File: src/rtl/core/assert_macros.svh
// Assertion macros shared by the debounced key event queue modules.
`ifndef ASSERT_MACROS_SVH
`define ASSERT_MACROS_SVH
`ifndef SYNTHESIS
`define DKEQ_ASSERT(label, clk, rst, prop, msg) \
  label: assert property (@(posedge clk) disable iff (rst) prop) else $error(msg);
`define DKEQ_NEVER(label, clk, rst, expr, msg) \
  label: assert property (@(posedge clk) disable iff (rst) !(expr)) else $error(msg);
`else
`define DKEQ_ASSERT(label, clk, rst, prop, msg)
`define DKEQ_NEVER(label, clk, rst, expr, msg)
`endif
`endif

File: src/rtl/core/dkeq_pkg.sv
// Package with the constants and types of the debounced key event queue.
package dkeq_pkg;

  localparam int NUM_KEYS    = 9;
  localparam int QUEUE_DEPTH = 16;
  localparam int KEY_W       = 4;
  localparam int KEY_IDX_W   = $clog2(NUM_KEYS);
  localparam int PTR_W       = $clog2(QUEUE_DEPTH);
  localparam int EVT_W       = KEY_W + 1;
  localparam int TIME_W      = 32;
  localparam int CMD_W       = 2;
  localparam int DROP_W      = 4;
  localparam int FILL_W      = 4;
  localparam int IN_DATA_W   = 48;
  localparam int OUT_DATA_W  = 24;

  localparam logic [TIME_W-1:0] DEBOUNCE_RESET = TIME_W'(15000);

  localparam logic [CMD_W-1:0] CMD_SCAN  = 2'd0;
  localparam logic [CMD_W-1:0] CMD_POP   = 2'd1;
  localparam logic [CMD_W-1:0] CMD_CLEAR = 2'd2;

  typedef enum logic [2:0] {
    ST_IDLE,
    ST_SCAN,
    ST_POP,
    ST_CLEAR,
    ST_FINISH
  } state_t;

  typedef struct packed {
    logic load_item;
    logic scan_step;
    logic pop_read;
    logic clear_queue;
    logic load_result;
  } dp_cmd_t;

  typedef struct packed {
    logic last_key;
  } dp_status_t;

endpackage

File: src/rtl/core/dkeq_datapath.sv
// Datapath: key debounce state, event ring buffer and result register.
`include "assert_macros.svh"

module dkeq_datapath (
  input  logic                                clk,
  input  logic                                rst,
  input  logic                                cfg_wr_en,
  input  logic [dkeq_pkg::TIME_W-1:0]         cfg_wr_data,
  input  logic [dkeq_pkg::NUM_KEYS-1:0]       in_pins,
  input  logic [dkeq_pkg::TIME_W-1:0]         in_time,
  input  dkeq_pkg::dp_cmd_t                   cmd,
  output dkeq_pkg::dp_status_t                status,
  output logic                                res_pop_valid,
  output logic [dkeq_pkg::KEY_W-1:0]          res_pop_key,
  output logic                                res_pop_pressed,
  output logic [dkeq_pkg::DROP_W-1:0]         res_dropped,
  output logic [dkeq_pkg::FILL_W-1:0]         res_fill,
  output logic [dkeq_pkg::NUM_KEYS-1:0]       res_stable
);

  logic [dkeq_pkg::TIME_W-1:0]    debounce_time;
  logic [dkeq_pkg::NUM_KEYS-1:0]  pins;
  logic [dkeq_pkg::TIME_W-1:0]    now;
  logic [dkeq_pkg::KEY_IDX_W-1:0] key_idx;
  logic [dkeq_pkg::NUM_KEYS-1:0]  stable_pressed;
  logic [dkeq_pkg::NUM_KEYS-1:0]  last_raw;
  logic [dkeq_pkg::TIME_W-1:0]    change_time [dkeq_pkg::NUM_KEYS];
  logic [dkeq_pkg::PTR_W-1:0]     write_ptr;
  logic [dkeq_pkg::PTR_W-1:0]     read_ptr;
  logic [dkeq_pkg::DROP_W-1:0]    dropped;
  logic                           pop_hit;
  logic [dkeq_pkg::EVT_W-1:0]     evt_mem [dkeq_pkg::QUEUE_DEPTH];
  logic [dkeq_pkg::EVT_W-1:0]     rd_evt;

  logic                           raw;
  logic                           changed;
  logic [dkeq_pkg::TIME_W-1:0]    elapsed;
  logic                           settled;
  logic                           fire;
  logic                           full;
  logic                           empty;

  assign raw     = ~pins[key_idx];
  assign changed = raw != last_raw[key_idx];
  assign elapsed = now - change_time[key_idx];
  assign settled = changed ? (debounce_time == '0) : (elapsed >= debounce_time);
  assign fire    = (raw != stable_pressed[key_idx]) && settled;
  assign full    = (write_ptr + 1'b1) == read_ptr;
  assign empty   = write_ptr == read_ptr;

  assign status.last_key = key_idx == dkeq_pkg::KEY_IDX_W'(dkeq_pkg::NUM_KEYS - 1);

  always_ff @(posedge clk) begin
    if (rst) begin
      debounce_time <= dkeq_pkg::DEBOUNCE_RESET;
    end else if (cfg_wr_en) begin
      debounce_time <= cfg_wr_data;
    end
  end

  always_ff @(posedge clk) begin
    if (cmd.load_item) begin
      pins <= in_pins;
      now  <= in_time;
    end
  end

  always_ff @(posedge clk) begin
    if (rst) begin
      key_idx        <= '0;
      dropped        <= '0;
      pop_hit        <= 1'b0;
      stable_pressed <= '0;
      last_raw       <= '0;
      write_ptr      <= '0;
      read_ptr       <= '0;
      for (int i = 0; i < dkeq_pkg::NUM_KEYS; i++) begin
        change_time[i] <= '0;
      end
    end else begin
      if (cmd.load_item) begin
        key_idx <= '0;
        dropped <= '0;
        pop_hit <= 1'b0;
      end
      if (cmd.scan_step) begin
        key_idx <= key_idx + 1'b1;
        if (changed) begin
          last_raw[key_idx]    <= raw;
          change_time[key_idx] <= now;
        end
        if (fire) begin
          stable_pressed[key_idx] <= raw;
          if (full) begin
            dropped <= dropped + 1'b1;
          end else begin
            write_ptr <= write_ptr + 1'b1;
          end
        end
      end
      if (cmd.pop_read && !empty) begin
        pop_hit  <= 1'b1;
        read_ptr <= read_ptr + 1'b1;
      end
      if (cmd.clear_queue) begin
        write_ptr <= '0;
        read_ptr  <= '0;
      end
    end
  end

  always_ff @(posedge clk) begin
    if (cmd.scan_step && fire && !full) begin
      evt_mem[write_ptr] <= {raw, dkeq_pkg::KEY_W'(key_idx)};
    end
    if (cmd.pop_read) begin
      rd_evt <= evt_mem[read_ptr];
    end
  end

  always_ff @(posedge clk) begin
    if (cmd.load_result) begin
      res_pop_valid   <= pop_hit;
      res_pop_key     <= pop_hit ? rd_evt[dkeq_pkg::KEY_W-1:0] : '0;
      res_pop_pressed <= pop_hit & rd_evt[dkeq_pkg::KEY_W];
      res_dropped     <= dropped;
      res_fill        <= dkeq_pkg::FILL_W'(write_ptr - read_ptr);
      res_stable      <= stable_pressed;
    end
  end

  `DKEQ_NEVER(a_key_idx_range, clk, rst,
              cmd.scan_step && (key_idx > dkeq_pkg::KEY_IDX_W'(dkeq_pkg::NUM_KEYS - 1)),
              "key index beyond last key")
  `DKEQ_ASSERT(a_pop_empty_holds, clk, rst,
               (cmd.pop_read && empty && !cmd.clear_queue) |=> $stable(read_ptr),
               "pop of an empty queue moved the read pointer")

endmodule

File: src/rtl/core/dkeq_ctrl.sv
// Controller: sequences scan, pop and clear work and owns the result handshake.
`include "assert_macros.svh"

module dkeq_ctrl (
  input  logic                             clk,
  input  logic                             rst,
  input  logic                             s_tvalid,
  output logic                             s_tready,
  input  logic [dkeq_pkg::CMD_W-1:0]       s_cmd,
  output logic                             m_tvalid,
  input  logic                             m_tready,
  output dkeq_pkg::dp_cmd_t                cmd,
  input  dkeq_pkg::dp_status_t             status
);

  dkeq_pkg::state_t state;
  dkeq_pkg::state_t state_next;
  logic             out_valid;
  logic             out_valid_next;

  always_ff @(posedge clk) begin
    if (rst) begin
      state     <= dkeq_pkg::ST_IDLE;
      out_valid <= 1'b0;
    end else begin
      state     <= state_next;
      out_valid <= out_valid_next;
    end
  end

  always_comb begin
    state_next = state;
    cmd        = '0;
    s_tready   = 1'b0;
    unique case (state)
      dkeq_pkg::ST_IDLE: begin
        s_tready = 1'b1;
        if (s_tvalid) begin
          cmd.load_item = 1'b1;
          unique case (s_cmd)
            dkeq_pkg::CMD_SCAN:  state_next = dkeq_pkg::ST_SCAN;
            dkeq_pkg::CMD_POP:   state_next = dkeq_pkg::ST_POP;
            dkeq_pkg::CMD_CLEAR: state_next = dkeq_pkg::ST_CLEAR;
            default:             state_next = dkeq_pkg::ST_FINISH;
          endcase
        end
      end
      dkeq_pkg::ST_SCAN: begin
        cmd.scan_step = 1'b1;
        if (status.last_key) begin
          state_next = dkeq_pkg::ST_FINISH;
        end
      end
      dkeq_pkg::ST_POP: begin
        cmd.pop_read = 1'b1;
        state_next   = dkeq_pkg::ST_FINISH;
      end
      dkeq_pkg::ST_CLEAR: begin
        cmd.clear_queue = 1'b1;
        state_next      = dkeq_pkg::ST_FINISH;
      end
      dkeq_pkg::ST_FINISH: begin
        if (!out_valid || m_tready) begin
          cmd.load_result = 1'b1;
          state_next      = dkeq_pkg::ST_IDLE;
        end
      end
      default: state_next = dkeq_pkg::ST_IDLE;
    endcase
  end

  always_comb begin
    if (cmd.load_result) begin
      out_valid_next = 1'b1;
    end else if (m_tready) begin
      out_valid_next = 1'b0;
    end else begin
      out_valid_next = out_valid;
    end
  end

  assign m_tvalid = out_valid;

  `DKEQ_NEVER(a_no_overwrite, clk, rst, cmd.load_result && out_valid && !m_tready,
              "result overwritten before it was taken")
  `DKEQ_ASSERT(a_accept_leaves_idle, clk, rst,
               (s_tvalid && s_tready) |=> (state != dkeq_pkg::ST_IDLE),
               "accepted beat did not start work")

endmodule

File: src/rtl/core/debounced_key_event_queue.sv
// Top level of the debounced key event queue.
// Each input beat is a scan, a pop or a clear command. A scan walks the nine keys one per
// cycle between acceptance and the result load; a pop or a clear runs its own work state
// before the result load, the pop waiting on the registered read of the event memory.
// A new beat is accepted as soon as the controller is idle, even while the previous result
// waits on the output register. The debounce time resets to 15000 us; the user must write
// it through cfg_wr_en and cfg_wr_data only while the block is idle, which is not enforced.
module debounced_key_event_queue (
  input  logic                                clk,
  input  logic                                rst,
  input  logic                                cfg_wr_en,
  input  logic [dkeq_pkg::TIME_W-1:0]         cfg_wr_data,
  input  logic                                s_tvalid,
  output logic                                s_tready,
  // pin_levels [8:0], time_now_us [40:9], zero fill above.
  input  logic [dkeq_pkg::IN_DATA_W-1:0]      s_tdata,
  // cmd [1:0].
  input  logic [dkeq_pkg::CMD_W-1:0]          s_tuser,
  output logic                                m_tvalid,
  input  logic                                m_tready,
  // pop_key [3:0], pop_pressed [4], dropped_events [8:5], queue_fill [12:9],
  // stable_keys [21:13], zero fill above.
  output logic [dkeq_pkg::OUT_DATA_W-1:0]     m_tdata,
  // pop_valid [0].
  output logic                                m_tuser
);

  dkeq_pkg::dp_cmd_t                dp_cmd;
  dkeq_pkg::dp_status_t             dp_status;
  logic [dkeq_pkg::KEY_W-1:0]       res_pop_key;
  logic                             res_pop_pressed;
  logic [dkeq_pkg::DROP_W-1:0]      res_dropped;
  logic [dkeq_pkg::FILL_W-1:0]      res_fill;
  logic [dkeq_pkg::NUM_KEYS-1:0]    res_stable;

  dkeq_ctrl u_ctrl (
    .clk      (clk),
    .rst      (rst),
    .s_tvalid (s_tvalid),
    .s_tready (s_tready),
    .s_cmd    (s_tuser),
    .m_tvalid (m_tvalid),
    .m_tready (m_tready),
    .cmd      (dp_cmd),
    .status   (dp_status)
  );

  dkeq_datapath u_datapath (
    .clk             (clk),
    .rst             (rst),
    .cfg_wr_en       (cfg_wr_en),
    .cfg_wr_data     (cfg_wr_data),
    .in_pins         (s_tdata[dkeq_pkg::NUM_KEYS-1:0]),
    .in_time         (s_tdata[dkeq_pkg::NUM_KEYS +: dkeq_pkg::TIME_W]),
    .cmd             (dp_cmd),
    .status          (dp_status),
    .res_pop_valid   (m_tuser),
    .res_pop_key     (res_pop_key),
    .res_pop_pressed (res_pop_pressed),
    .res_dropped     (res_dropped),
    .res_fill        (res_fill),
    .res_stable      (res_stable)
  );

  assign m_tdata = {2'b00, res_stable, res_fill, res_dropped, res_pop_pressed, res_pop_key};

endmodule
File: config.mk
export PLATFORM = sky130hd
export DESIGN_NAME = debounced_key_event_queue
export DESIGN_NICKNAME = d
export VERILOG_FILES = /design/src/rtl/core/dkeq_pkg.sv /design/src/rtl/core/dkeq_datapath.sv /design/src/rtl/core/dkeq_ctrl.sv /design/src/rtl/core/debounced_key_event_queue.sv
export VERILOG_INCLUDE_DIRS = /design/src /design/src/rtl/core
export SDC_FILE = /design/constraint.sdc
export NUM_CORES = 1
export LEC_CHECK = 0
export BUFFER_PORTS_ARGS = -buffer_cell sky130_fd_sc_hd__buf_2
export CORE_UTILIZATION = 40
export DETAILED_ROUTE_END_ITERATION = 8
export PLACE_DENSITY_LB_ADDON = 0.25
export SLEW_MARGIN = 20
export SYNTH_ARGS = -nofsm -noshare
export SYNTH_HDL_FRONTEND = slang
export SYNTH_HIERARCHICAL = 1
export SYNTH_SLANG_ARGS = --single-unit
export TNS_END_PERCENT = 1
File: constraint.sdc
create_clock -name clk -period 8 [get_ports clk]
set_clock_uncertainty 0.05 [all_clocks]
set_input_delay 0.4 -clock clk [delete_from_list [all_inputs] [get_ports clk]]
set_output_delay 0.4 -clock clk [all_outputs]
set_load 0.05 [all_outputs]
==> results by group <==
Layout
  – Nets@finish: 2433
  – FILL cells: 6954
  – Most frequent cells in the layout: edfxtp_1 (661), and2_1 (285), mux4_2 (186)
  – Storage cell area: 0.02136 mm^2
  – Commonest non-fill, non-tap cell in the layout: edfxtp_1
  – Area of the multi-input gates: 0.01085 mm^2
  – Share of cells above drive strength 1: 23.60%
  – Synthesis-to-finish area growth: 16.00%
  – Fin cells: 3392

Timing
  – Final WS setup: 1.113 ns
  – Final Cycle Share: 86.09%
  – Final Hold Vio Count: 0
  – Clock period minus worst slack: 6.887 ns
  – Fin Hold WS: 0.03915 ns
  – Slew at the pin with the worst max-slew slack: 1.111 ns
  – Final setup violation count: 0
  – FMAX: 0.1452 GHz
  – Setup TNS: 0 ns
  – Fin. max-slew vios: 0
  – Worst slew margin: 25.77%
  – RSZ-0062 raised after global routing: no

Global route
  – Largest net degree at the start of global routing: 62
  – Congestion Overflow GR: 0
  – GRT Util Overall: 20.47%
  – First-pass GRT wire length: 123.9 mm
  – Vias in the first global route: 19110
  – Initial antenna violation count: 0

Placed design
  – Placer Congestion: 0.8095
  – Cells after DPL: 3168
  – I/O Buffers: 104
  – Dpl hpwl: 48.98 mm
  – Dpl ws: 0.8772 ns

Logic synthesis
  – Post-synth cell types: 88
  – Post-synthesis cell count: 2053
  – Async SR Flop Fraction: 0%
  – Post-synth EDFFs: 661
  – Ys flop type: edfxtp_1
  – Synthesis Warnings: 6
  – Avg Synthesized Cell Area: 16.08 um^2
  – Register area share after synthesis: 64.68%
  – Flops & latches, synth: 736
  – Mapped Area: 0.03301 mm^2

Die
  – Row count: 104
  – Initial Util: 40.72%
  – Die extent in x: 289.3 um
  – Die Area: 0.08367 mm^2
  – Core area: 0.08107 mm^2
  – IO Count: 114
  – Chip height: 289.3 um

Critical path
  – Worst Setup End Kind: flop
  – Worst Setup Start Kind: flop
  – R2R depth: 20
  – Critical Path RT: 8.23 ns
  – Max FO, Critical Path: 33
  – R2r setup slk: 1.11 ns
  – Reg-to-reg endpoint: u_datapath/evt_mem[10][1]$_DFFE_PP_
  – Kind of critical path: reg2reg
  – Worst Path Arrival: 7.11 ns

Drt
  – 1st-iter DRT viols: 1528
  – Vias/cell: 5.485
  – DR vias: 18610
  – Routed WL: 84.46 mm
  – Drt drc: 0
  – DRT Pass-1 Iters: 7
  – Detail Route Antenna Nets: 0
  – DR WL/cell: 24.90 um

Clocking
  – Post-CTS Hold Buffers: 73
  – CTS Sinks: 736
  – CTS resizes: 0
  – # Post-CTS Setup Buffers: 0
  – Clk buf depth: 3
  – Num CTS Buffers: 81
  – Clock latency on the worst-skew pair: 0.64 ns
  – Clock Pin Slew Worst Setup and Hold Paths: 0.06 ns
  – Clk root buf: clkbuf_16
  – CTS H-tree depth: 3
  – CTS tree: yes

Min path
  – Hold EP: u_ctrl/m_tvalid$_SDFFE_PP0P_
  – Worst Hold Path Cells: 3
  – HP Start: m_tready
  – Hold crit path type: in2reg

Pwr
  – Worst IR Drop VDD: 0.1534 mV
  – Pwr Density: 234.8 mW/mm^2
  – Leakage: 0.01342 uW
  – Total Power: 8990 uW

Run
  – Number of max-cap violations: 0

Outcome
  – Status: finished, final reports clean
## synthesized netlist by cell type (9+ instances only)
cell type / instances / area [um^2]
a21oi_1: 52 / 260.3
o21ai_0: 23 / 115.1
a21o_1: 18 / 135.1
nand4_1: 16 / 100.1
xnor2_1: 23 / 201.4
nand3_1: 20 / 100.1
nor4b_2: 9 / 135.1
o211ai_1: 11 / 82.58
edfxtp_1: 661 / 19850
nor3_1: 28 / 140.1
nand2_1: 51 / 191.4
and2_1: 286 / 1789
a31oi_1: 12 / 75.07
xor2_1: 11 / 96.34
mux2i_1: 40 / 400.4
inv_1: 90 / 337.8
ha_1: 80 / 1001
nor4_1: 11 / 68.82
nor2_1: 70 / 262.8
nor2b_1: 11 / 68.82
nand2b_1: 13 / 81.33
buf_1: 14 / 52.55
mux4_2: 186 / 4189
and4_1: 15 / 131.4
buf_2: 11 / 55.05
dfxtp_1: 75 / 1501
clkbuf_1: 72 / 270.3
## power breakdown
| part | total [uW] | internal (uW) | switching, uW |
|---|---|---|---|
| clock network | 3650 | 2090 | 1560 |
| logic | 945 | 373 | 572 |
| registers | 4390 | 4300 | 95.7 |
## metrics by stage
stage	cell area, um^2	utilization, %
floorplan	33010	-
global placement	34940	43.10
detailed placement	34940	43.10
CTS	38280	47.22
global route	38290	47.23
finish	38290	47.23
## cells by family (layout without fill, tap and decap cells)
family	Yosys count	after routing	synth area share, %
multiplexers	232	232	14.19
other	1	3	0.01136
buffers and inverters	207	484	2.668
AND/OR/NAND/NOR	582	582	10.70
flip-flops	736	736	64.68
XOR/XNOR	35	35	0.9514
AO/OA/AOI/OAI	178	178	3.643
adder cells (fa/ha/maj)	82	82	3.154
## worst max path at each step
stage               startpoint                             endpoint  slack, ns  cells after the start
finish                    flop  u_datapath/evt_mem[10][1]$_DFFE_PP_       1.11                     20
global route              flop  u_datapath/evt_mem[10][4]$_DFFE_PP_       0.68                     20
detailed placement        flop  u_datapath/evt_mem[10][0]$_DFFE_PP_       0.88                     20
floorplan                 flop   u_datapath/evt_mem[0][0]$_DFFE_PP_       1.19                     21
global placement          flop  u_datapath/evt_mem[10][4]$_DFFE_PP_       0.97                     20
CTS                       flop  u_datapath/evt_mem[10][4]$_DFFE_PP_       0.84                     20
## sequential cells by signal, summed over array words and instances (netlist names), 3 cells and up, named ones only
name and cells:
u_datapath/res_fill 4, u_datapath/res_dropped 4, u_datapath/last_raw 9, u_datapath/key_idx 4
u_datapath/change_time 512, u_datapath/write_ptr 4, u_datapath/stable_pressed 9, u_datapath/read_ptr 4
u_datapath/evt_mem 80, u_datapath/now 32, u_datapath/res_stable 9, u_datapath/dropped 4
u_datapath/pins 9, u_ctrl/state 3, u_datapath/res_pop_key 4, u_datapath/rd_evt 5
u_datapath/debounce_time 32
## final cells by class
cell class | instances | share of cell area, %
Clock buffer | 111 | 5.859
Clock inverter | 39 | 0.9640
Tap cell | 1060 | 3.464
Multi-Input combinational cell | 1111 | 28.35
Sequential cell | 736 | 55.79
Inverter | 92 | 0.9019
Timing Repair Buffer | 242 | 4.673
Antenna cell | 1 | 0.006535
## metal layers
metal / wire length [um] / track usage, % / vias to the layer above
met1: 36990 / 27.89 / 9550
met4: 1771 / 5.961 / 2
li1: - / - / 8313
met2: 39690 / 33.03 / 616
met5: 202 / 1.705 / -
met3: 5803 / 4.110 / 125
## critical path, stage by stage, from the launching register on
cell and delay [ns]:
dfxtp_4 0.58, buf_12 0.30, buf_4 0.33, buf_4 0.40, mux4_2 0.38, mux4_2 0.48
inv_1 0.07, ha_1 0.30, nand3_1 0.15, nor4_1 0.35, a211o_1 0.25, nand2_1 0.09
a211oi_1 0.35, xor2_1 0.18, ha_1 0.33, nand2_1 0.07, or3_1 0.39, nor3_1 0.41
a211o_1 0.32, nand3_2 0.19, nor3b_2 0.49
Note: power is estimated with default switching activity, not from simulation.
